$ cat src/sv/pscf_pkg.sv
// ----------------------------------------------------------------------------
// pscf_pkg: shared constants for the palette special color finder
// Brightness window, default picks, register indexes and field widths.
// ----------------------------------------------------------------------------
package pscf_pkg;

    localparam int GUN_W   = 8;   // one color gun
    localparam int SUM_W   = 10;  // r + g + b
    localparam int IDX_W   = 8;   // palette index on the result
    localparam int CFG_W   = 9;   // widest register (num_colors)
    localparam int CFG_IDX_W = 1;

    typedef logic [GUN_W-1:0] gun_t;
    typedef logic [SUM_W-1:0] sum_t;
    typedef logic [IDX_W-1:0] pal_idx_t;
    typedef logic [CFG_W-1:0] cfg_data_t;
    typedef logic [CFG_IDX_W-1:0] cfg_idx_t;

    // register indexes
    localparam cfg_idx_t REG_NUM_COLORS    = 1'b0;
    localparam cfg_idx_t REG_PALETTE_KNOWN = 1'b1;

    // reset values of the registers
    localparam cfg_data_t NUM_COLORS_RESET = 9'd256;

    // medium window: brightness strictly between these
    localparam sum_t MEDIUM_HIGH = 10'd150;
    localparam sum_t MEDIUM_LOW  = 10'd80;

    // scan start values
    localparam sum_t     DARK_START     = 10'd1023;
    localparam pal_idx_t DEFAULT_DARK   = 8'd0;
    localparam pal_idx_t DEFAULT_MEDIUM = 8'd7;
    localparam pal_idx_t DEFAULT_BRIGHT = 8'd15;

    // fixed picks for a two-color palette
    localparam cfg_data_t TWO_COLORS    = 9'd2;
    localparam pal_idx_t  TWO_MEDIUM    = 8'd1;
    localparam pal_idx_t  TWO_BRIGHT    = 8'd1;

endpackage

$ cat src/sv/palette_special_color_finder.sv
// ----------------------------------------------------------------------------
// palette_special_color_finder
// Scans a palette stream and reports darkest, medium and brightest entries.
// ----------------------------------------------------------------------------
// Usage:
//   Item channel (item_valid/item_ready) carries one palette entry per
//   request, red/green/blue, entry 0 first. After the last entry of a scan
//   (num_colors entries, clamped to 2..MAX_COLORS) one request goes out on
//   the result channel (result_valid/result_ready) with dark_index,
//   medium_index and bright_index; other entries produce nothing.
//   Throughput: one entry per cycle while the result channel does not hold a
//   last entry back. Each entry is first held in the input register, then a
//   single pass of adds/compares updates the running picks and, for the
//   last entry, loads the result register, which drives result_valid.
//   Config: cfg_we/cfg_index/cfg_data write num_colors (0) or
//   palette_known (1); write only while idle.
//   Reset: num_colors = 256, palette_known = 1, scan restarts at entry 0,
//   no result pending. If the result receiver stalls, a last entry waits
//   in the input register; ordinary entries keep flowing until then.
// ----------------------------------------------------------------------------
module palette_special_color_finder #(
    parameter int MAX_COLORS = 256
) (
    input  logic                 clk,
    input  logic                 rst_n,
    // configuration
    input  logic                 cfg_we,
    input  pscf_pkg::cfg_idx_t   cfg_index,
    input  pscf_pkg::cfg_data_t  cfg_data,
    // palette entries
    input  logic                 item_valid,
    output logic                 item_ready,
    input  pscf_pkg::gun_t       red,
    input  pscf_pkg::gun_t       green,
    input  pscf_pkg::gun_t       blue,
    // results
    output logic                 result_valid,
    input  logic                 result_ready,
    output pscf_pkg::pal_idx_t   dark_index,
    output pscf_pkg::pal_idx_t   medium_index,
    output pscf_pkg::pal_idx_t   bright_index
);
    import pscf_pkg::*;

    localparam int CNT_W = (MAX_COLORS > 2) ? $clog2(MAX_COLORS) : 1;
    localparam cfg_data_t MAX_LEN = cfg_data_t'(MAX_COLORS);

    // configuration registers
    cfg_data_t num_colors_reg;
    logic      palette_known_reg;

    // input register
    logic      in_valid_reg;
    gun_t      red_reg, green_reg, blue_reg;

    // scan state
    logic [CNT_W-1:0] cnt_reg, cnt_next;
    sum_t      best_bright_reg, best_bright_next;
    sum_t      best_dark_reg, best_dark_next;
    sum_t      best_med_reg, best_med_next;
    pal_idx_t  dark_pick_reg, dark_pick_next;
    pal_idx_t  med_pick_reg, med_pick_next;
    pal_idx_t  bright_pick_reg, bright_pick_next;

    // result register
    logic      out_valid_reg;
    pal_idx_t  dark_out_reg, med_out_reg, bright_out_reg;
    pal_idx_t  dark_out_next, med_out_next, bright_out_next;

    // per-entry values
    cfg_data_t scan_len;
    pal_idx_t  idx;
    sum_t      brt;
    gun_t      gun_hi, gun_lo;
    sum_t      score;
    logic      in_window;
    logic      is_last;
    logic      fire;

    // configuration writes
    always_ff @(posedge clk or negedge rst_n)
    begin
        if (!rst_n)
        begin
            num_colors_reg    <= NUM_COLORS_RESET;
            palette_known_reg <= 1'b1;
        end
        else if (cfg_we)
        begin
            case (cfg_index)
                REG_NUM_COLORS:    num_colors_reg    <= cfg_data;
                REG_PALETTE_KNOWN: palette_known_reg <= cfg_data[0];
                default:           ;
            endcase
        end
    end

    // scan length clamped to 2..MAX_COLORS
    always_comb
    begin
        if (num_colors_reg < TWO_COLORS)
            scan_len = TWO_COLORS;
        else if (num_colors_reg > MAX_LEN)
            scan_len = MAX_LEN;
        else
            scan_len = num_colors_reg;
    end

    // handshake: a last entry needs a free result slot
    assign idx     = pal_idx_t'(cnt_reg);
    assign is_last = !((cfg_data_t'(cnt_reg) + 9'd1) < scan_len);
    assign fire    = in_valid_reg && (!is_last || !out_valid_reg || result_ready);
    assign item_ready = !in_valid_reg || fire;

    // input register
    always_ff @(posedge clk or negedge rst_n)
    begin
        if (!rst_n)
            in_valid_reg <= 1'b0;
        else if (item_ready)
            in_valid_reg <= item_valid;
    end

    always_ff @(posedge clk)
    begin
        if (item_ready && item_valid)
        begin
            red_reg   <= red;
            green_reg <= green;
            blue_reg  <= blue;
        end
    end

    // brightness, gun spread, medium score
    always_comb
    begin
        brt    = sum_t'(red_reg) + sum_t'(green_reg) + sum_t'(blue_reg);
        gun_hi = red_reg;
        gun_lo = red_reg;
        if (green_reg > gun_hi) gun_hi = green_reg;
        if (green_reg < gun_lo) gun_lo = green_reg;
        if (blue_reg > gun_hi)  gun_hi = blue_reg;
        if (blue_reg < gun_lo)  gun_lo = blue_reg;
        score     = brt - sum_t'((gun_hi - gun_lo) >> 1);
        in_window = (brt < MEDIUM_HIGH) && (brt > MEDIUM_LOW);
    end

    // running picks; first entry wins ties (strict compares)
    always_comb
    begin
        best_bright_next = best_bright_reg;
        bright_pick_next = bright_pick_reg;
        best_dark_next   = best_dark_reg;
        dark_pick_next   = dark_pick_reg;
        best_med_next    = best_med_reg;
        med_pick_next    = med_pick_reg;
        if (brt > best_bright_reg)
        begin
            best_bright_next = brt;
            bright_pick_next = idx;
        end
        if (brt < best_dark_reg)
        begin
            best_dark_next = brt;
            dark_pick_next = idx;
        end
        if (in_window && (score > best_med_reg))
        begin
            best_med_next = score;
            med_pick_next = idx;
        end
        cnt_next = cnt_reg + 1'b1;
    end

    // result selection for the last entry
    always_comb
    begin
        if (scan_len == TWO_COLORS)
        begin
            dark_out_next   = DEFAULT_DARK;
            med_out_next    = TWO_MEDIUM;
            bright_out_next = TWO_BRIGHT;
        end
        else if (!palette_known_reg)
        begin
            dark_out_next   = DEFAULT_DARK;
            med_out_next    = DEFAULT_MEDIUM;
            bright_out_next = DEFAULT_BRIGHT;
        end
        else
        begin
            dark_out_next   = dark_pick_next;
            med_out_next    = med_pick_next;
            bright_out_next = bright_pick_next;
        end
    end

    // scan state update
    always_ff @(posedge clk or negedge rst_n)
    begin
        if (!rst_n)
        begin
            cnt_reg         <= '0;
            best_bright_reg <= '0;
            best_dark_reg   <= DARK_START;
            best_med_reg    <= '0;
            dark_pick_reg   <= DEFAULT_DARK;
            med_pick_reg    <= DEFAULT_MEDIUM;
            bright_pick_reg <= DEFAULT_BRIGHT;
        end
        else if (fire)
        begin
            if (is_last)
            begin
                cnt_reg         <= '0;
                best_bright_reg <= '0;
                best_dark_reg   <= DARK_START;
                best_med_reg    <= '0;
                dark_pick_reg   <= DEFAULT_DARK;
                med_pick_reg    <= DEFAULT_MEDIUM;
                bright_pick_reg <= DEFAULT_BRIGHT;
            end
            else
            begin
                cnt_reg         <= cnt_next;
                best_bright_reg <= best_bright_next;
                best_dark_reg   <= best_dark_next;
                best_med_reg    <= best_med_next;
                dark_pick_reg   <= dark_pick_next;
                med_pick_reg    <= med_pick_next;
                bright_pick_reg <= bright_pick_next;
            end
        end
    end

    // result register
    always_ff @(posedge clk or negedge rst_n)
    begin
        if (!rst_n)
            out_valid_reg <= 1'b0;
        else if (fire && is_last)
            out_valid_reg <= 1'b1;
        else if (result_ready)
            out_valid_reg <= 1'b0;
    end

    always_ff @(posedge clk)
    begin
        if (fire && is_last)
        begin
            dark_out_reg   <= dark_out_next;
            med_out_reg    <= med_out_next;
            bright_out_reg <= bright_out_next;
        end
    end

    assign result_valid = out_valid_reg;
    assign dark_index   = dark_out_reg;
    assign medium_index = med_out_reg;
    assign bright_index = bright_out_reg;

    // checks
    a_scan_restart: assert property (@(posedge clk) disable iff (!rst_n)
        (fire && is_last) |=> (cnt_reg == '0) && result_valid)
        else $error("scan did not restart after last entry");

    a_cnt_range: assert property (@(posedge clk) disable iff (!rst_n)
        cfg_data_t'(cnt_reg) < MAX_LEN)
        else $error("entry counter beyond palette size");

    a_two_colors: assert property (@(posedge clk) disable iff (!rst_n)
        (fire && is_last && (scan_len == TWO_COLORS)) |=>
        (medium_index == TWO_MEDIUM) && (bright_index == TWO_BRIGHT)
        && (dark_index == DEFAULT_DARK))
        else $error("two-color result wrong");

    a_stall_cause: assert property (@(posedge clk) disable iff (!rst_n)
        !item_ready |-> (in_valid_reg && is_last && out_valid_reg && !result_ready))
        else $error("input stalled without a blocked result");

endmodule

$ cat config.mk
export PLATFORM = sky130hd
export DESIGN_NAME = palette_special_color_finder
export DESIGN_NICKNAME = d
export VERILOG_FILES = /design/src/sv/pscf_pkg.sv /design/src/sv/palette_special_color_finder.sv
export SDC_FILE = /design/constraint.sdc
export NUM_CORES = 1
export LEC_CHECK = 0
export BUFFER_PORTS_ARGS = -buffer_cell sky130_fd_sc_hd__buf_2
export CORE_UTILIZATION = 55
export CTS_CLUSTER_SIZE = 12
export DETAILED_ROUTE_END_ITERATION = 16
export GPL_ROUTABILITY_DRIVEN = 0
export HOLD_SLACK_MARGIN = 0.15
export PLACE_DENSITY = 0.76
export SYNTH_ARGS = -nofsm -noshare
export SYNTH_HDL_FRONTEND = slang
export SYNTH_SLANG_ARGS = --single-unit
export TNS_END_PERCENT = 100
$ cat constraint.sdc
create_clock -name clk -period 7.1 [get_ports clk]
set_input_delay 0.71 -clock clk [delete_from_list [all_inputs] [get_ports clk]]
set_output_delay 0.71 -clock clk [all_outputs]
set_load 0.01 [all_outputs]
==> results of run 1 <==
kinds of logic after synthesis:
logic type | count (synthesis) | share of synthesized area
AO/OA/AOI/OAI | 193 | 0.174
XOR/XNOR | 22 | 0.0262
adder cells (fa/ha/maj) | 95 | 0.161
buffers and inverters | 106 | 0.0540
flip-flops | 122 | 0.419
multiplexers | 53 | 0.0694
AND/OR/NAND/NOR | 162 | 0.0968
path summary, 6_finish.rpt:
kind	endpoint	startpoint	cells past startpoint
hold reg to reg	bright_pick_reg[3]	bright_pick_reg[3]	2
setup / recovery	medium_index[1]	red_reg[5]	36
setup reg to reg	medium_index[1]	red_reg[5]	36
max in group asynchronous	best_bright_reg[2]	rst_n	2
min in group asynchronous	cnt_reg[0]	rst_n	2
hold / removal	green_reg[3]	green[3]	1
cells in the mapped netlist (6+ instances only):
cell	count	area, um2
o211ai_1	6	45.0
xnor2_1	12	105
o21ai_0	20	100
nand3_1	9	45.0
edfxtp_1	48	1440
nand2_1	42	158
a22oi_1	7	52.6
nor2b_1	8	50.1
nor3_1	9	45.0
nor2_1	53	199
a21o_1	20	150
ha_1	84	1050
xor2_1	8	70.1
a21oi_1	52	260
a211oi_1	7	52.6
a22o_1	44	385
nand2b_1	8	50.1
mux2_2	15	169
dfrtp_1	55	1380
dfstp_2	19	499
nand4_1	9	56.3
mux2i_1	38	380
fa_1	11	220
inv_1	78	293
clkbuf_1	13	48.8
buf_2	9	45.0
timing repair:
| item | CTS | global route |
|---|---|---|
| gates cloned | 0 | 1 |
| setup buffers | 4 | 8 |
| endpoints found under the hold margin | 0 | 0 |
| gates resized for setup | 7 | 35 |
| pin swaps | 5 | 48 |
| setup endpoints to repair | 26 | 26 |
critical path, delay by kind of cell, from the launching register on:
kind                       cells  cell delay [ns]
buffers and inverters          6             0.84
and+or+nand+nor                8             1.24
AOI/OAI and AO/OA             14             2.77
adders and majority gates      5             1.38
xor gates and xnor gates       1             0.24
muxes                          2             0.55
DFF                            1             0.41
layout make-up:
type | instances | area [um2] | share of cell area
multi-input combinational | 525 | 4460 | 0.452
sequential | 122 | 3320 | 0.336
timing repair buffer | 143 | 963 | 0.0977
clock buffer | 18 | 439 | 0.0445
inverter | 79 | 297 | 0.0301
tap | 180 | 225 | 0.0228
clock inverter | 14 | 159 | 0.0161
power by group:
part | switching, W | leakage [nW] | internal (W)
Combinational | 0.00140 | 2.97 | 0.00124
Sequential | 0.000135 | 1.37 | 0.000949
Clock | 0.000346 | 0.285 | 0.000534
metal layers:
metal  global-route usage  vias to the layer above  part of all wire
met4                0.121                        0             0.033
li1                     -                     2997                 -
met5                    0                        -                 0
met3               0.0515                       56             0.042
met2                0.466                      190              0.50
met1                0.339                     3062              0.43
metrics by stage:
stage          setup slack, ns  TNS [ns]  utilization  hold slack (ns)  area, um2
6_report                -0.663    -16.27        0.705            0.457       9860
5_1_grt                 -0.910    -22.51        0.705            0.451       9860
4_1_cts                 -0.305     -6.81        0.688            0.448       9630
3_5_place_dp            -0.434    -10.23        0.641            0.474       8970
3_3_place_gp           -0.0497    -0.307        0.641            0.472       8970
2_1_floorplan          -0.0590    -0.413            -            0.414       8060
placed cells by master (no fill, tap or decap), drive strengths merged, types with 9 or more instances in the layout:
cell,synthesis,final
a21o,20,20
a21oi,54,54
a22o,44,44
buf,14,142
clkbuf,13,19
dfrtp,55,55
dfstp,19,19
edfxtp,48,48
fa,11,11
ha,84,84
inv,78,86
mux2,15,15
mux2i,38,38
nand2,42,42
nand3,9,9
nand4,9,9
nor2,53,53
nor3,10,10
o21ai,23,23
xnor2,13,13
xor2,9,9
==> results_dict.tcl, run 1 <==
set metrics [dict create \
    antenna_found_initial 0 \
    power_density_mw_per_mm2 467 \
    cts.reportedPaths.clkPinSlew_ns 0.06 \
    placedCellCount 1036 \
    start_util 0.566 \
    cts-htree-levels 4 \
    hold_viol_final 0 \
    status "complete, but fails checks" \
    critical_path_class "reg2reg" \
    ys_seq_elements 122 \
    max-cap-violations 0 \
    vias 6305 \
    fin_skew_ns 0.00839 \
    cts-hold-fix-buffers 0 \
    hpwl_um 14300 \
    slew_viol_final 0 \
    grt_pass1_wl_um 31200 \
    fill_cells 988 \
    routedWlPerCell_um 18.1 \
    drtAntennaViolNets 0 \
    critPathMaxStageDelay_ns 0.41 \
    synth.distinct_cells 66 \
    clkSinkCount 122 \
    cpMaxStageDelayCell "edfxtp_1" \
    clockBufferDepth 2 \
    port_buffers 64 \
    ir_worst_vdd_mv 0.304 \
    crit_path_start_kind "register" \
    antenna_cells 0 \
    crit_top_cell "ha_1" \
    syn_area_per_cell_um2 10.5 \
    syn_to_final_growth_pct 24.5 \
    synthArstFlopShare 0.607 \
    setup_viol 26 \
    rrSetupSlack_ns -0.66 \
    violations "negative setup slack" \
    synth_edf_count 48 \
    rsz0062_at_grt "true" \
    end_kind "register" \
    avgViaCountPerCell 5.83 \
    first_pass_iters 5 \
    ys_seq_area_frac 0.419 \
    arrival_ns 7.90 \
    synth_ff_type "dfrtp_1" \
    cts_buffers 17 \
    drive_above_1_share 0.304 \
    period_share 1.09 \
    fp.dieH_um 122 \
    worstMarginPinSlew_ns 1.23 \
    row_count 43 \
    hp-class "in2reg" \
    wl_um 19600 \
    grt_overflow 0 \
    clock_latency_ns 0.42 \
    die_area_mm2 0.0149 \
    cts_tree "built" \
    core-area_mm2 0.0140 \
    stdcell_count 1081 \
    drt_iter0_drc 389 \
    synth_fp_nets 887 \
    grt_use_total 0.275 \
    die_x_um 122 \
    min_period_ns 7.76 \
    num_io_pins 65 \
    grt_pass1_vias 6514 \
    cts_root_buf "clkbuf_16" \
    syn_area_mm2 0.00792 \
    relSlewSlack 0.177 \
    ys_warn_count 0 \
    grt_start_max_net_pins 75 \
    fin_nets 1022 \
    drt_drc_violations_left 0 \
    critical_path.max_fanout 6 \
    syn_inst 753 \
    p_leak_nw 4.63 \
    worst_slack_ns -0.663 \
    required_ns 7.24 \
    max_freq_mhz 129 \
    power.total_w 0.00461 \
]
Note: power is estimated with default switching activity, not from simulation.
==> inputs of run 2 (changes only) <==
- PLACE_DENSITY: 0.76 -> 0.73
- clock period: 7.1 -> 10.02 ns (I/O delays scaled with it)
==> results_dict.tcl, run 2 (synthesis gave the netlist of run 1 again) <==
set metrics [dict create \
    status "finished, final reports clean" \
    grt_pass1_wl_um 29200 \
    cts_buffers 17 \
    setup_viol 0 \
    mostFrequentLayoutCells "ha_1, inv_1, buf_2" \
    p_sw_frac 0.416 \
    worst_slack_ns 0.890 \
    core-area_mm2 0.0140 \
    cts-hold-fix-buffers 0 \
    crit_top_cell "ha_1" \
    p_clk_frac 0.193 \
    critPathMaxStageDelay_ns 0.72 \
    ir_worst_vdd_mv 0.178 \
    power_frac_seq 0.272 \
    vias 5958 \
    worstMarginPinSlew_ns 1.24 \
    arrival_ns 9.48 \
    slew_viol_final 0 \
    met3_usage 0.0510 \
    antenna_found_initial 0 \
    fin_skew_ns 0.0119 \
    power_density_mw_per_mm2 315 \
    cts_tree "built" \
    min_period_ns 9.13 \
    critical_path_class "reg2reg" \
    hold_viol_final 0 \
    clock_latency_ns 0.42 \
    cts-htree-levels 4 \
    period_share 0.911 \
    num_io_pins 65 \
    stdcell_count 1009 \
    grt_start_max_net_pins 75 \
    clockBufferDepth 2 \
    critical_path.max_fanout 18 \
    relSlewSlack 0.164 \
    grt_overflow 0 \
    p_switching_w 0.00117 \
    start_util 0.566 \
    cpMaxStageDelayCell "a2111oi_0" \
    placedCellCount 975 \
    required_ns 10.37 \
    max-cap-violations 0 \
    fill_cells 1068 \
    grt_pass1_vias 5933 \
    grtUsageMet2 0.417 \
    pwr-share-comb 0.535 \
    avgViaCountPerCell 5.90 \
    cts.reportedPaths.clkPinSlew_ns 0.06 \
    drive_above_1_share 0.185 \
    hpwl_um 13100 \
    grt.busiest_layer "met2" \
    crit_path_start_kind "register" \
    routedWlPerCell_um 17.7 \
    power.internal_w 0.00164 \
    end_kind "register" \
    hp-class "reg2reg" \
    die_x_um 122 \
    p_leak_nw 4.20 \
    wl_um 17900 \
    syn_to_final_growth_pct 12.8 \
    row_count 43 \
    place_ws_ns 0.715 \
    first_pass_iters 5 \
    grtUsageMet1 0.338 \
    fp.dieH_um 122 \
    die_area_mm2 0.0149 \
    rsz0062_at_grt "false" \
    drt_iter0_drc 425 \
    drt_drc_violations_left 0 \
    cts_root_buf "clkbuf_16" \
    setup-tns-final_ns 0 \
    grt_use_total 0.258 \
    port_buffers 64 \
    clkSinkCount 122 \
    max_freq_mhz 110 \
    fin_nets 950 \
    drtAntennaViolNets 0 \
    antenna_cells 0 \
    final_common_cell "ha_1" \
]
run 2: cell types whose count changed in the layout (fill, tap and decap cells not counted), sizes merged:
cell / previous run / this run
clkinv: 2 / 9
clkinvlp: 3 / 2
clkbuf: 19 / 21
bufinv: 2 / 0
buf: 142 / 71
inv: 86 / 79
run 2: worst paths after layout:
check	depth (start not counted)	end	start	slack [ns]
max in group asynchronous	2	best_bright_reg[8]	rst_n	8.59
setup / recovery	33	best_med_reg[6]	red_reg[5]	0.89
setup reg to reg	33	best_med_reg[6]	red_reg[5]	0.89
hold reg to reg	2	bright_pick_reg[2]	bright_pick_reg[2]	0.49
min in group asynchronous	2	cnt_reg[0]	rst_n	0.81
hold / removal	2	bright_pick_reg[2]	bright_pick_reg[2]	0.49
run 2: critical path, delay by kind of cell (launching register included):
family	cells	cell delay, ns
xor gates and xnor gates	2	0.38
buffers and inverters	3	0.34
and+or+nand+nor	5	1.30
AOI/OAI and AO/OA	17	4.70
DFF	1	0.39
adders and majority gates	5	1.55
muxes	1	0.42
run 2: power by group through the flow:
stage | Clock, W | Sequential, W | Combinational, W
5_1_grt | 0.000571 | 0.000778 | 0.00168
2_1_floorplan | 0 | 0.000731 | 0.00116
4_1_cts | 0.000549 | 0.000763 | 0.00149
3_5_place_dp | 0 | 0.000769 | 0.00147
6_report | 0.000543 | 0.000765 | 0.00151
3_3_place_gp | 0 | 0.000765 | 0.00142
run 2: layout make-up:
class	instances	area, um2	share of cell area
Clock buffer	21	450	0.0504
Multi-Input combinational cell	525	4200	0.470
Clock inverter	11	76.3	0.00854
Inverter	79	297	0.0332
Sequential cell	122	3320	0.371
Tap cell	180	225	0.0252
Timing Repair Buffer	71	373	0.0417
run 2: through the flow:
stage          hold WS [ns]   util  cell area, um2  total power, W
2_1_floorplan         0.461      -            7920         0.00189
3_3_place_gp          0.470  0.600            8390         0.00218
3_5_place_dp          0.478  0.600            8390         0.00224
4_1_cts               0.493  0.638            8920         0.00280
5_1_grt               0.503  0.639            8940         0.00303
6_report              0.487  0.639            8940         0.00281
run 2: layer usage:
layer  up-vias  share of wire
met1      2911           0.45
li1       2848              -
met4         0          0.020
met3        32          0.044
met2       167           0.48
met5         -              0
run 2: what timing repair did:
item,in CTS,in global routing
resized for setup,0,1
setup endpoints to repair,0,18
setup buffers,0,2
